### src/hw/rtl/wse_pkg.sv
`default_nettype none
// ----------------------------------------------------------------------------
// wse_pkg: shared types and constants of the wheel speed estimator
// Item and result payloads, configuration set, controller commands and status.
// ----------------------------------------------------------------------------
package wse_pkg;

   // Field widths.
   localparam int TIME_W    = 32;
   localparam int SPEED_W   = 16;
   localparam int TICK_W    = 20;
   localparam int JUMP_W    = 16;
   localparam int TIMEOUT_W = 32;

   // Default ring depth.
   localparam int SAMPLE_COUNT = 10;

   // Micrometres to millimetres per second: distance * 1000 / interval.
   localparam int SCALE_W    = 10;
   localparam int SCALE      = 1000;
   localparam int PROD_W     = TICK_W + SCALE_W;
   localparam int DIV_W      = PROD_W;
   localparam int DIV_CNT_W  = $clog2(DIV_W + 1);

   // Configuration port.
   localparam int CSR_ADDR_W = 4;
   localparam int CSR_DATA_W = 32;
   localparam logic [1:0] REG_TICK_DISTANCE = 2'd0;
   localparam logic [1:0] REG_JUMP_LIMIT    = 2'd1;
   localparam logic [1:0] REG_TIMEOUT       = 2'd2;

   localparam logic [TICK_W-1:0]    TICK_RESET    = TICK_W'(24300);
   localparam logic [JUMP_W-1:0]    JUMP_RESET    = JUMP_W'(1000);
   localparam logic [TIMEOUT_W-1:0] TIMEOUT_RESET = TIMEOUT_W'(50000);

   // Item actions.
   localparam logic ACT_EDGE  = 1'b0;
   localparam logic ACT_CHECK = 1'b1;

   typedef struct packed {
      logic              action;
      logic              wheel;
      logic [TIME_W-1:0] time_us;
   } req_type;

   typedef struct packed {
      logic               wheel_out;
      logic [SPEED_W-1:0] speed_mm_s;
      logic               sample_taken;
      logic               speed_changed;
   } rsp_type;

   typedef struct packed {
      logic [TICK_W-1:0]    tick_distance_um;
      logic [JUMP_W-1:0]    jump_limit_mm_s;
      logic [TIMEOUT_W-1:0] timeout_us;
   } cfg_type;

   typedef enum logic [2:0] {
      ST_IDLE,
      ST_DECIDE,
      ST_LOAD_SPEED,
      ST_DIV_SPEED,
      ST_STORE,
      ST_MEAN,
      ST_FINISH
   } state_type;

   typedef struct packed {
      logic load_item;
      logic prep;
      logic div_load_speed;
      logic div_step;
      logic store_sample;
      logic calc_mean;
      logic finish;
   } cmd_type;

   typedef struct packed {
      logic action;
      logic edge_seen;
      logic div_last;
      logic out_free;
   } status_type;

endpackage
`default_nettype wire

### src/hw/rtl/wheel_speed_estimator.sv
`default_nettype none
// Sequence: a timeout check or a first edge goes from decode straight to the result hand-off;
// a measuring edge first runs the bit-serial divider once for the interval division,
// then the ring update and the ring mean; the ring mean is one reciprocal multiply.
// Throughput: one item at a time; a new beat can be taken once the result is
// registered, while that result may still wait on the output.
// Reset is synchronous; control, configuration and per-wheel state and the ring valid bits clear.
// ----------------------------------------------------------------------------
// wheel_speed_estimator: two-wheel period-based speed estimator
// Register file on the configuration port, sequencer and datapath.
// ----------------------------------------------------------------------------
module wheel_speed_estimator #(
   parameter int SampleCount = wse_pkg::SAMPLE_COUNT
) (
   input  wire logic                              clock,
   input  wire logic                              reset,
   input  wire logic                              req_valid,
   output logic                                   req_stall,
   input  wire wse_pkg::req_type                  req_data,
   output logic                                   rsp_valid,
   input  wire logic                              rsp_stall,
   output wse_pkg::rsp_type                       rsp_data,
   input  wire logic                              psel,
   input  wire logic                              penable,
   input  wire logic                              pwrite,
   input  wire logic [wse_pkg::CSR_ADDR_W-1:0]    paddr,
   input  wire logic [wse_pkg::CSR_DATA_W-1:0]    pwdata,
   output logic [wse_pkg::CSR_DATA_W-1:0]         prdata,
   output logic                                   pready
);

   wse_pkg::cfg_type    cfg_ff;
   wse_pkg::cmd_type    cmd;
   wse_pkg::status_type status;
   logic                csr_write;
   logic [1:0]          csr_index;

   assign pready    = 1'b1;
   assign csr_write = psel && penable && pwrite;
   assign csr_index = paddr[3:2];

   always_ff @(posedge clock) begin
      if (reset) begin
         cfg_ff.tick_distance_um <= wse_pkg::TICK_RESET;
         cfg_ff.jump_limit_mm_s  <= wse_pkg::JUMP_RESET;
         cfg_ff.timeout_us       <= wse_pkg::TIMEOUT_RESET;
      end else if (csr_write) begin
         case (csr_index)
            wse_pkg::REG_TICK_DISTANCE: begin
               cfg_ff.tick_distance_um <= pwdata[wse_pkg::TICK_W-1:0];
            end
            wse_pkg::REG_JUMP_LIMIT: begin
               cfg_ff.jump_limit_mm_s <= pwdata[wse_pkg::JUMP_W-1:0];
            end
            wse_pkg::REG_TIMEOUT: begin
               cfg_ff.timeout_us <= pwdata[wse_pkg::TIMEOUT_W-1:0];
            end
            default: begin
            end
         endcase
      end
   end

   always_comb begin
      case (csr_index)
         wse_pkg::REG_TICK_DISTANCE: prdata = wse_pkg::CSR_DATA_W'(cfg_ff.tick_distance_um);
         wse_pkg::REG_JUMP_LIMIT:    prdata = wse_pkg::CSR_DATA_W'(cfg_ff.jump_limit_mm_s);
         wse_pkg::REG_TIMEOUT:       prdata = wse_pkg::CSR_DATA_W'(cfg_ff.timeout_us);
         default:                    prdata = '0;
      endcase
   end

   wse_ctrl u_ctrl (
      .clock     (clock),
      .reset     (reset),
      .req_valid (req_valid),
      .req_stall (req_stall),
      .status    (status),
      .cmd       (cmd)
   );

   wse_dp #(
      .SampleCount (SampleCount)
   ) u_dp (
      .clock     (clock),
      .reset     (reset),
      .cfg       (cfg_ff),
      .req_data  (req_data),
      .cmd       (cmd),
      .status    (status),
      .rsp_valid (rsp_valid),
      .rsp_stall (rsp_stall),
      .rsp_data  (rsp_data)
   );

   // A taken beat keeps the input side busy until its result is registered.
   assert property (@(posedge clock) disable iff (reset)
      (req_valid && !req_stall) |=> req_stall)
      else $error("input taken again before the previous item finished");

   // A change without a new sample can only be a timeout, which forces zero.
   assert property (@(posedge clock) disable iff (reset)
      (rsp_valid && rsp_data.speed_changed && !rsp_data.sample_taken)
         |-> (rsp_data.speed_mm_s == '0))
      else $error("speed changed without a sample but is not zero");

   // A fresh result only follows a cycle in which the block was busy.
   assert property (@(posedge clock) disable iff (reset)
      $rose(rsp_valid) |-> $past(req_stall))
      else $error("result appeared while the block was idle");

endmodule
`default_nettype wire

### src/hw/rtl/wse_ctrl.sv
`default_nettype none
// ----------------------------------------------------------------------------
// wse_ctrl: sequencer of the wheel speed estimator
// Steps one item through decode, speed division, ring update, ring mean
// and result hand-off.
// ----------------------------------------------------------------------------
module wse_ctrl (
   input  wire logic                clock,
   input  wire logic                reset,
   input  wire logic                req_valid,
   output logic                     req_stall,
   input  wire wse_pkg::status_type status,
   output wse_pkg::cmd_type         cmd
);

   wse_pkg::state_type state_ff, state_in;

   always_ff @(posedge clock) begin
      if (reset) begin
         state_ff <= wse_pkg::ST_IDLE;
      end else begin
         state_ff <= state_in;
      end
   end

   always_comb begin
      state_in  = state_ff;
      cmd       = '0;
      req_stall = 1'b1;
      case (state_ff)
         wse_pkg::ST_IDLE: begin
            req_stall = 1'b0;
            if (req_valid) begin
               cmd.load_item = 1'b1;
               state_in      = wse_pkg::ST_DECIDE;
            end
         end
         wse_pkg::ST_DECIDE: begin
            // Timeout checks and first edges need no division.
            if (status.action == wse_pkg::ACT_CHECK || !status.edge_seen) begin
               state_in = wse_pkg::ST_FINISH;
            end else begin
               cmd.prep = 1'b1;
               state_in = wse_pkg::ST_LOAD_SPEED;
            end
         end
         wse_pkg::ST_LOAD_SPEED: begin
            cmd.div_load_speed = 1'b1;
            state_in           = wse_pkg::ST_DIV_SPEED;
         end
         wse_pkg::ST_DIV_SPEED: begin
            cmd.div_step = 1'b1;
            if (status.div_last) begin
               state_in = wse_pkg::ST_STORE;
            end
         end
         wse_pkg::ST_STORE: begin
            cmd.store_sample = 1'b1;
            state_in         = wse_pkg::ST_MEAN;
         end
         wse_pkg::ST_MEAN: begin
            cmd.calc_mean = 1'b1;
            state_in      = wse_pkg::ST_FINISH;
         end
         wse_pkg::ST_FINISH: begin
            if (status.out_free) begin
               cmd.finish = 1'b1;
               state_in   = wse_pkg::ST_IDLE;
            end
         end
         default: begin
            state_in = wse_pkg::ST_IDLE;
         end
      endcase
   end

endmodule
`default_nettype wire

### src/hw/rtl/wse_dp.sv
`default_nettype none
// ----------------------------------------------------------------------------
// wse_dp: datapath of the wheel speed estimator
// Per-wheel edge state, sample ring with running sums, restoring divider for
// the interval, reciprocal multiply for the ring mean and the result register.
// ----------------------------------------------------------------------------
module wse_dp #(
   parameter int SampleCount = wse_pkg::SAMPLE_COUNT
) (
   input  wire logic                clock,
   input  wire logic                reset,
   input  wire wse_pkg::cfg_type    cfg,
   input  wire wse_pkg::req_type    req_data,
   input  wire wse_pkg::cmd_type    cmd,
   output wse_pkg::status_type      status,
   output logic                     rsp_valid,
   input  wire logic                rsp_stall,
   output wse_pkg::rsp_type         rsp_data
);

   localparam int POS_W  = (SampleCount > 1) ? $clog2(SampleCount) : 1;
   localparam int DEPTH  = 2 * SampleCount;
   localparam int ADDR_W = $clog2(DEPTH);
   localparam int SUM_W  = wse_pkg::SPEED_W + $clog2(SampleCount + 1);
   localparam int TW     = wse_pkg::TIME_W;
   localparam int SW     = wse_pkg::SPEED_W;
   localparam int DW     = wse_pkg::DIV_W;

   // The mean is sum * RCP >> RCP_SHIFT, with RCP rounded up. That is exact for
   // every sum below 2^SUM_W.
   localparam int RCP_SHIFT = SUM_W + $clog2(SampleCount);
   localparam int RCP_W     = SUM_W + 1;
   localparam int MPROD_W   = SUM_W + RCP_W;
   localparam logic [RCP_W-1:0] RCP =
      RCP_W'(((64'd1 << RCP_SHIFT) + 64'(SampleCount) - 64'd1) / 64'(SampleCount));

   // Latched item.
   logic          act_ff;
   logic          whl_ff;
   logic [TW-1:0] time_ff;

   // Per-wheel state.
   logic [TW-1:0]    last_ff [2];
   logic [1:0]       seen_ff;
   logic [POS_W-1:0] pos_ff  [2];
   logic [SW-1:0]    filt_ff [2];
   logic [SUM_W-1:0] sum_ff  [2];

   // Sample ring; an entry not yet written reads as zero.
   logic [SW-1:0]    ring_mem [DEPTH];
   logic [DEPTH-1:0] ring_vld_ff;
   logic [SW-1:0]    rd_data_ff;
   logic             rd_vld_ff;

   // Divider.
   logic [wse_pkg::PROD_W-1:0]    prod_ff;
   logic [TW-1:0]                 rem_ff;
   logic [DW-1:0]                 quo_ff;
   logic [TW-1:0]                 dsr_ff;
   logic [wse_pkg::DIV_CNT_W-1:0] cnt_ff;

   // Ring mean.
   logic [SW-1:0] mean_ff;

   // Result register.
   logic             out_vld_ff;
   wse_pkg::rsp_type out_ff;

   logic [ADDR_W-1:0]  addr;
   logic [TW-1:0]      age;
   logic [SW-1:0]      old_sample;
   logic [SW-1:0]      sample;
   logic [SUM_W-1:0]   sum_in;
   logic [POS_W-1:0]   pos_in;
   logic [TW:0]        trial;
   logic               trial_ge;
   logic [MPROD_W-1:0] mean_prod;
   logic [SW-1:0]      mean;
   logic [SW:0]        limit;
   logic [SW-1:0]      filt_in;
   logic               taken_in;
   logic               changed_in;
   logic               out_free;

   assign addr = whl_ff ? ADDR_W'(SampleCount) + ADDR_W'(pos_ff[1])
                        : ADDR_W'(pos_ff[0]);
   assign age        = time_ff - last_ff[whl_ff];
   assign old_sample = rd_vld_ff ? rd_data_ff : '0;
   // Quotients above the speed range saturate.
   assign sample     = (|quo_ff[DW-1:SW]) ? {SW{1'b1}} : quo_ff[SW-1:0];
   assign sum_in     = sum_ff[whl_ff] - SUM_W'(old_sample) + SUM_W'(sample);
   assign pos_in     = (pos_ff[whl_ff] == POS_W'(SampleCount - 1)) ? '0
                                                                  : pos_ff[whl_ff] + POS_W'(1);

   assign trial    = {rem_ff, quo_ff[DW-1]};
   assign trial_ge = trial >= {1'b0, dsr_ff};

   assign mean_prod = MPROD_W'(sum_ff[whl_ff]) * MPROD_W'(RCP);

   assign mean  = mean_ff;
   assign limit = {1'b0, filt_ff[whl_ff]} + {1'b0, cfg.jump_limit_mm_s};

   always_comb begin
      filt_in    = filt_ff[whl_ff];
      taken_in   = 1'b0;
      changed_in = 1'b0;
      if (act_ff == wse_pkg::ACT_EDGE) begin
         if (seen_ff[whl_ff]) begin
            taken_in = 1'b1;
            if ({1'b0, mean} < limit) begin
               filt_in    = mean;
               changed_in = 1'b1;
            end
         end
      end else if (seen_ff[whl_ff] && age > cfg.timeout_us) begin
         filt_in    = '0;
         changed_in = 1'b1;
      end
   end

   assign out_free = !out_vld_ff || !rsp_stall;

   assign status.action    = act_ff;
   assign status.edge_seen = seen_ff[whl_ff];
   assign status.div_last  = cnt_ff == wse_pkg::DIV_CNT_W'(1);
   assign status.out_free  = out_free;

   assign rsp_valid = out_vld_ff;
   assign rsp_data  = out_ff;

   // Control state.
   always_ff @(posedge clock) begin
      if (reset) begin
         seen_ff     <= '0;
         last_ff[0]  <= '0;
         last_ff[1]  <= '0;
         pos_ff[0]   <= '0;
         pos_ff[1]   <= '0;
         filt_ff[0]  <= '0;
         filt_ff[1]  <= '0;
         sum_ff[0]   <= '0;
         sum_ff[1]   <= '0;
         ring_vld_ff <= '0;
         cnt_ff      <= '0;
         out_vld_ff  <= 1'b0;
      end else begin
         if (cmd.store_sample) begin
            ring_vld_ff[addr] <= 1'b1;
            sum_ff[whl_ff]    <= sum_in;
            pos_ff[whl_ff]    <= pos_in;
         end
         if (cmd.finish) begin
            filt_ff[whl_ff] <= filt_in;
            if (act_ff == wse_pkg::ACT_EDGE) begin
               last_ff[whl_ff] <= time_ff;
               seen_ff[whl_ff] <= 1'b1;
            end
         end
         if (cmd.div_load_speed) begin
            cnt_ff <= wse_pkg::DIV_CNT_W'(DW);
         end else if (cmd.div_step) begin
            cnt_ff <= cnt_ff - wse_pkg::DIV_CNT_W'(1);
         end
         if (cmd.finish) begin
            out_vld_ff <= 1'b1;
         end else if (!rsp_stall) begin
            out_vld_ff <= 1'b0;
         end
      end
   end

   // Payload registers.
   always_ff @(posedge clock) begin
      if (cmd.load_item) begin
         act_ff  <= req_data.action;
         whl_ff  <= req_data.wheel;
         time_ff <= req_data.time_us;
      end
      if (cmd.prep) begin
         prod_ff <= wse_pkg::PROD_W'(cfg.tick_distance_um) *
                    wse_pkg::PROD_W'(wse_pkg::SCALE);
      end
      if (cmd.div_load_speed) begin
         rem_ff <= '0;
         quo_ff <= prod_ff;
         dsr_ff <= age;
      end else if (cmd.div_step) begin
         rem_ff <= trial_ge ? TW'(trial - {1'b0, dsr_ff}) : trial[TW-1:0];
         quo_ff <= {quo_ff[DW-2:0], trial_ge};
      end
      if (cmd.calc_mean) begin
         mean_ff <= mean_prod[RCP_SHIFT +: SW];
      end
      if (cmd.finish) begin
         out_ff.wheel_out     <= whl_ff;
         out_ff.speed_mm_s    <= filt_in;
         out_ff.sample_taken  <= taken_in;
         out_ff.speed_changed <= changed_in;
      end
   end

   // Ring memory with registered read.
   always_ff @(posedge clock) begin
      if (cmd.store_sample) begin
         ring_mem[addr] <= sample;
      end
      if (cmd.prep) begin
         rd_data_ff <= ring_mem[addr];
         rd_vld_ff  <= ring_vld_ff[addr];
      end
   end

endmodule
`default_nettype wire

### config.mk
export PLATFORM = sky130hd
export DESIGN_NAME = wheel_speed_estimator
export DESIGN_NICKNAME = d
export VERILOG_FILES = /design/src/hw/rtl/wse_pkg.sv /design/src/hw/rtl/wheel_speed_estimator.sv /design/src/hw/rtl/wse_ctrl.sv /design/src/hw/rtl/wse_dp.sv
export SDC_FILE = /design/constraint.sdc
export NUM_CORES = 2
export LEC_CHECK = 0
export BUFFER_PORTS_ARGS = -buffer_cell sky130_fd_sc_hd__buf_4
export CAP_MARGIN = 20
export CELL_PAD_IN_SITES_DETAIL_PLACEMENT = 0
export CELL_PAD_IN_SITES_GLOBAL_PLACEMENT = 2
export CORE_ASPECT_RATIO = 0.7
export CORE_MARGIN = 2
export CORE_UTILIZATION = 48
export DETAILED_ROUTE_END_ITERATION = 10
export PLACE_DENSITY = 0.86
export SYNTH_ARGS = -nofsm -noshare
export SYNTH_HDL_FRONTEND = slang
export SYNTH_SLANG_ARGS = --single-unit
export TNS_END_PERCENT = 20
### constraint.sdc
create_clock -name clock -period 21.4 [get_ports clock]
set_input_delay 1.07 -clock clock [delete_from_list [all_inputs] [get_ports clock]]
set_output_delay 1.07 -clock clock [all_outputs]
set_load 0.03 [all_outputs]
==> results.md <==
* CP Max Fanout at 28
* Most common cell in the netlist: edfxtp_1
* Crit. End Element: register
* Max-cap violations at 0
* Port bufs at between 100 and 150
* Final hold vios at 0
* Vias per Instance at 5.56
* #FFs+latches synth at roughly 770
* Register area share after synthesis at 0.476
* Fin. max-slew vios at 0
* Fin crit period at 8.80 ns
* Core area at 94300 um2
* Max Freq at 114 MHz
* Via Count at roughly 29000
* Final setup fails at 0
* Most area-consuming cells after synthesis: edfxtp_1 42%, ha_1 11%, fa_1 9.5%
* Worst Skew at 0.0542 ns
* I/O pin count at 131
* CP Launch Type: register
* Synthesized instance count at 3710
* Die ar. at 98100 um2
* Iteration count of the initial detailed-routing pass at 6
* CTS tree: yes
* Nets at between 4000 and 5000
* Root buffer cell: clkbuf_16
* Final Util at 0.542
* TritonCTS Buffers at 79
* Fin area at 51100 um2
* Async SR Flop Fraction at 0
* Setup repair bufs after CTS at 0
* WP data arrival at just over 9 ns
* Setup TNS at 0 ns
* Placed Instance Area at 48400 um2
* Layout Cells excl Fill at just over 5000
* Peak VDD IR at 257 uV
* Max H-tree Level at 3
* Synth cell count leaders: 639 x edfxtp_1, 407 x ha_1, 375 x inv_1, 266 x nand2_1, 224 x nor2_1
* Global route overflow at 0
* Largest net degree at the start of global routing at 69
* Worst EP required at 21.83 ns
* Synth cell types at 83
* Post-CTS sizing at 0
* Critical path class: reg2reg
* Pwr Total at 7.65 mW
* Status: complete, no violations
* Row count at between 90 and 100
* Chip Height at 263 um
* Initial DRC Count at 2566
* # DRC at 0
* Worst-case clock buffer depth at 3
* Cell Area, Synth at 45900 um2
* Synthesis-to-finish area growth at 11.4%
* Reg clk slew, reported paths at 0.06 ns
* RSZ-0062 raised after global routing: false
* WL final at 116000 um
* Wire per inst at 22.5 um
* Final Cycle Share at 0.411
* Initial Util at 0.486
* Total GRT Usage at 0.238
* Share of layout cells above drive strength 1 at 0.129
* Mapped Avg Cell Area at 12.4 um2
* Worst hold path startpoint: u_dp.ring_vld_ff[9]
* Worst slew pin tran at 1.09 ns
* Post-DRT Antenna Nets at 0
* Clock sink count at about 770
* Warnings, synthesis at 0
* P per Cell Area at 150 nW/um2
* Final Wtd Congestion at 0.923
* Biggest area consumer among synthesized cells: edfxtp_1
* Initial antenna violation count at 13
* HPWL after DPL at 86500 um
* HP Class: reg2reg
* First-pass GRT wire length at roughly 180000 um
* Hold Buf Count CTS at 0
* Vias in the first global route at 27793
* Die width at 374 um
* Post-Syn Nets at 4412
* Placed Instances at 5017
* Yosys top cell area share at 0.418
* Post-synth EDFFs at 639
* Main synth FF type: edfxtp_1
* Worst slew margin at 0.267
* Clk_lat worst skew at 0.69 ns
* Lkg Pwr at 19.7 nW
==> through the flow <==
stage | setup slack [ns] | hold slack [ns]
after floorplan | 13.88 | 0.421
after global placement | 12.86 | 0.448
after detailed placement | 12.76 | 0.455
after CTS | 12.79 | 0.470
after global routing | 12.41 | 0.485
final | 12.60 | 0.470
==> final timing paths <==
check        cells past startpoint             endpoint  slack, ns
max                             24   u_dp.filt_ff[1][4]      12.60
min                              2  u_dp.ring_vld_ff[9]       0.47
max reg2reg                     24   u_dp.filt_ff[1][4]      12.60
min reg2reg                      2  u_dp.ring_vld_ff[9]       0.47
==> critical path: stages (launching register included) <==
cell and delay (ns):
dfxtp_4 0.63, buf_4 0.47, mux2_2 0.42, ha_1 0.30, inv_1 0.11, fa_1 0.24, a211oi_1 0.10, nor2_1 0.24
o221ai_1 0.27, o21ai_0 0.61, a31oi_1 0.34, o31ai_1 0.98, o41a_1 0.37, mux2i_1 0.11, a211oi_1 0.54, ha_1 0.22
nand4_1 0.14, nor3_1 0.23, buf_4 0.17, nand2_1 0.05, a41oi_1 0.34, a211oi_1 0.22, a211oi_4 0.86, o22ai_1 0.32
nor2b_1 0.23
==> report_power, final <==
| group | internal [mW] | switching, mW |
|---|---|---|
| logic | 1.82 | 2.49 |
| clock network | 0.799 | 0.624 |
| registers | 1.85 | 0.0666 |
==> logic make-up after synthesis <==
logic type                 after synthesis  synth area share
DFF                                    771             0.476
and+or+nand+nor                        876            0.0919
xor gates and xnor gates               141            0.0269
muxes                                  231            0.0747
AOI/OAI and AO/OA                      571            0.0828
adders and majority gates              625             0.206
other                                    1         0.0000817
buffers and inverters                  494            0.0418
==> flip-flops by register name (all words and copies together), names as in the netlist, named ones only <==
register	count
cfg_ff	68
u_ctrl.state_ff	3
u_dp.act_ff	1
u_dp.cnt_ff	5
u_dp.dsr_ff	32
u_dp.filt_ff	32
u_dp.last_ff	64
u_dp.mean	16
u_dp.pos_ff	8
u_dp.prod_ff	27
u_dp.quo_ff	30
u_dp.rd_data_ff	16
u_dp.rd_vld_ff	1
u_dp.rem_ff	32
u_dp.ring_mem	320
u_dp.ring_vld_ff	20
u_dp.rsp_data	19
u_dp.rsp_valid	1
u_dp.seen_ff	2
u_dp.sum_ff	40
u_dp.time_ff	32
u_dp.whl_ff	1
==> cell type report <==
class / count / area (um2)
Antenna cell: 4 / 10.0
Clock buffer: 95 / 2100
Clock inverter: 50 / 566
Fill cell: 8114 / 43200
Inverter: 375 / 1410
Multi-Input combinational cell: 2445 / 22300
Sequential cell: 771 / 21800
Tap cell: 1248 / 1560
Timing Repair Buffer: 181 / 1380
==> routing by layer <==
layer	track usage	up-vias	routed length [um]
li1	-	13591	-
met1	0.399	14209	59700
met2	0.306	843	44900
met3	0.0588	118	9870
met4	0.0409	2	1590
met5	0	-	13
==> cell usage in the layout, fill, tap and decap left out, types with 57 or more instances in the layout <==
| master | count |
|---|---|
| a21o_1 | 80 |
| a21oi_1 | 162 |
| and2_1 | 87 |
| buf_4 | 177 |
| clkbuf_16 | 82 |
| dfxtp_1 | 131 |
| edfxtp_1 | 639 |
| fa_1 | 218 |
| ha_1 | 407 |
| inv_1 | 374 |
| mux2i_1 | 105 |
| mux4_2 | 85 |
| nand2_1 | 266 |
| nand3_1 | 57 |
| nor2_1 | 217 |
| o21ai_0 | 96 |
| xnor2_1 | 83 |
| xor2_1 | 58 |
(Power assumes the default switching activity.)
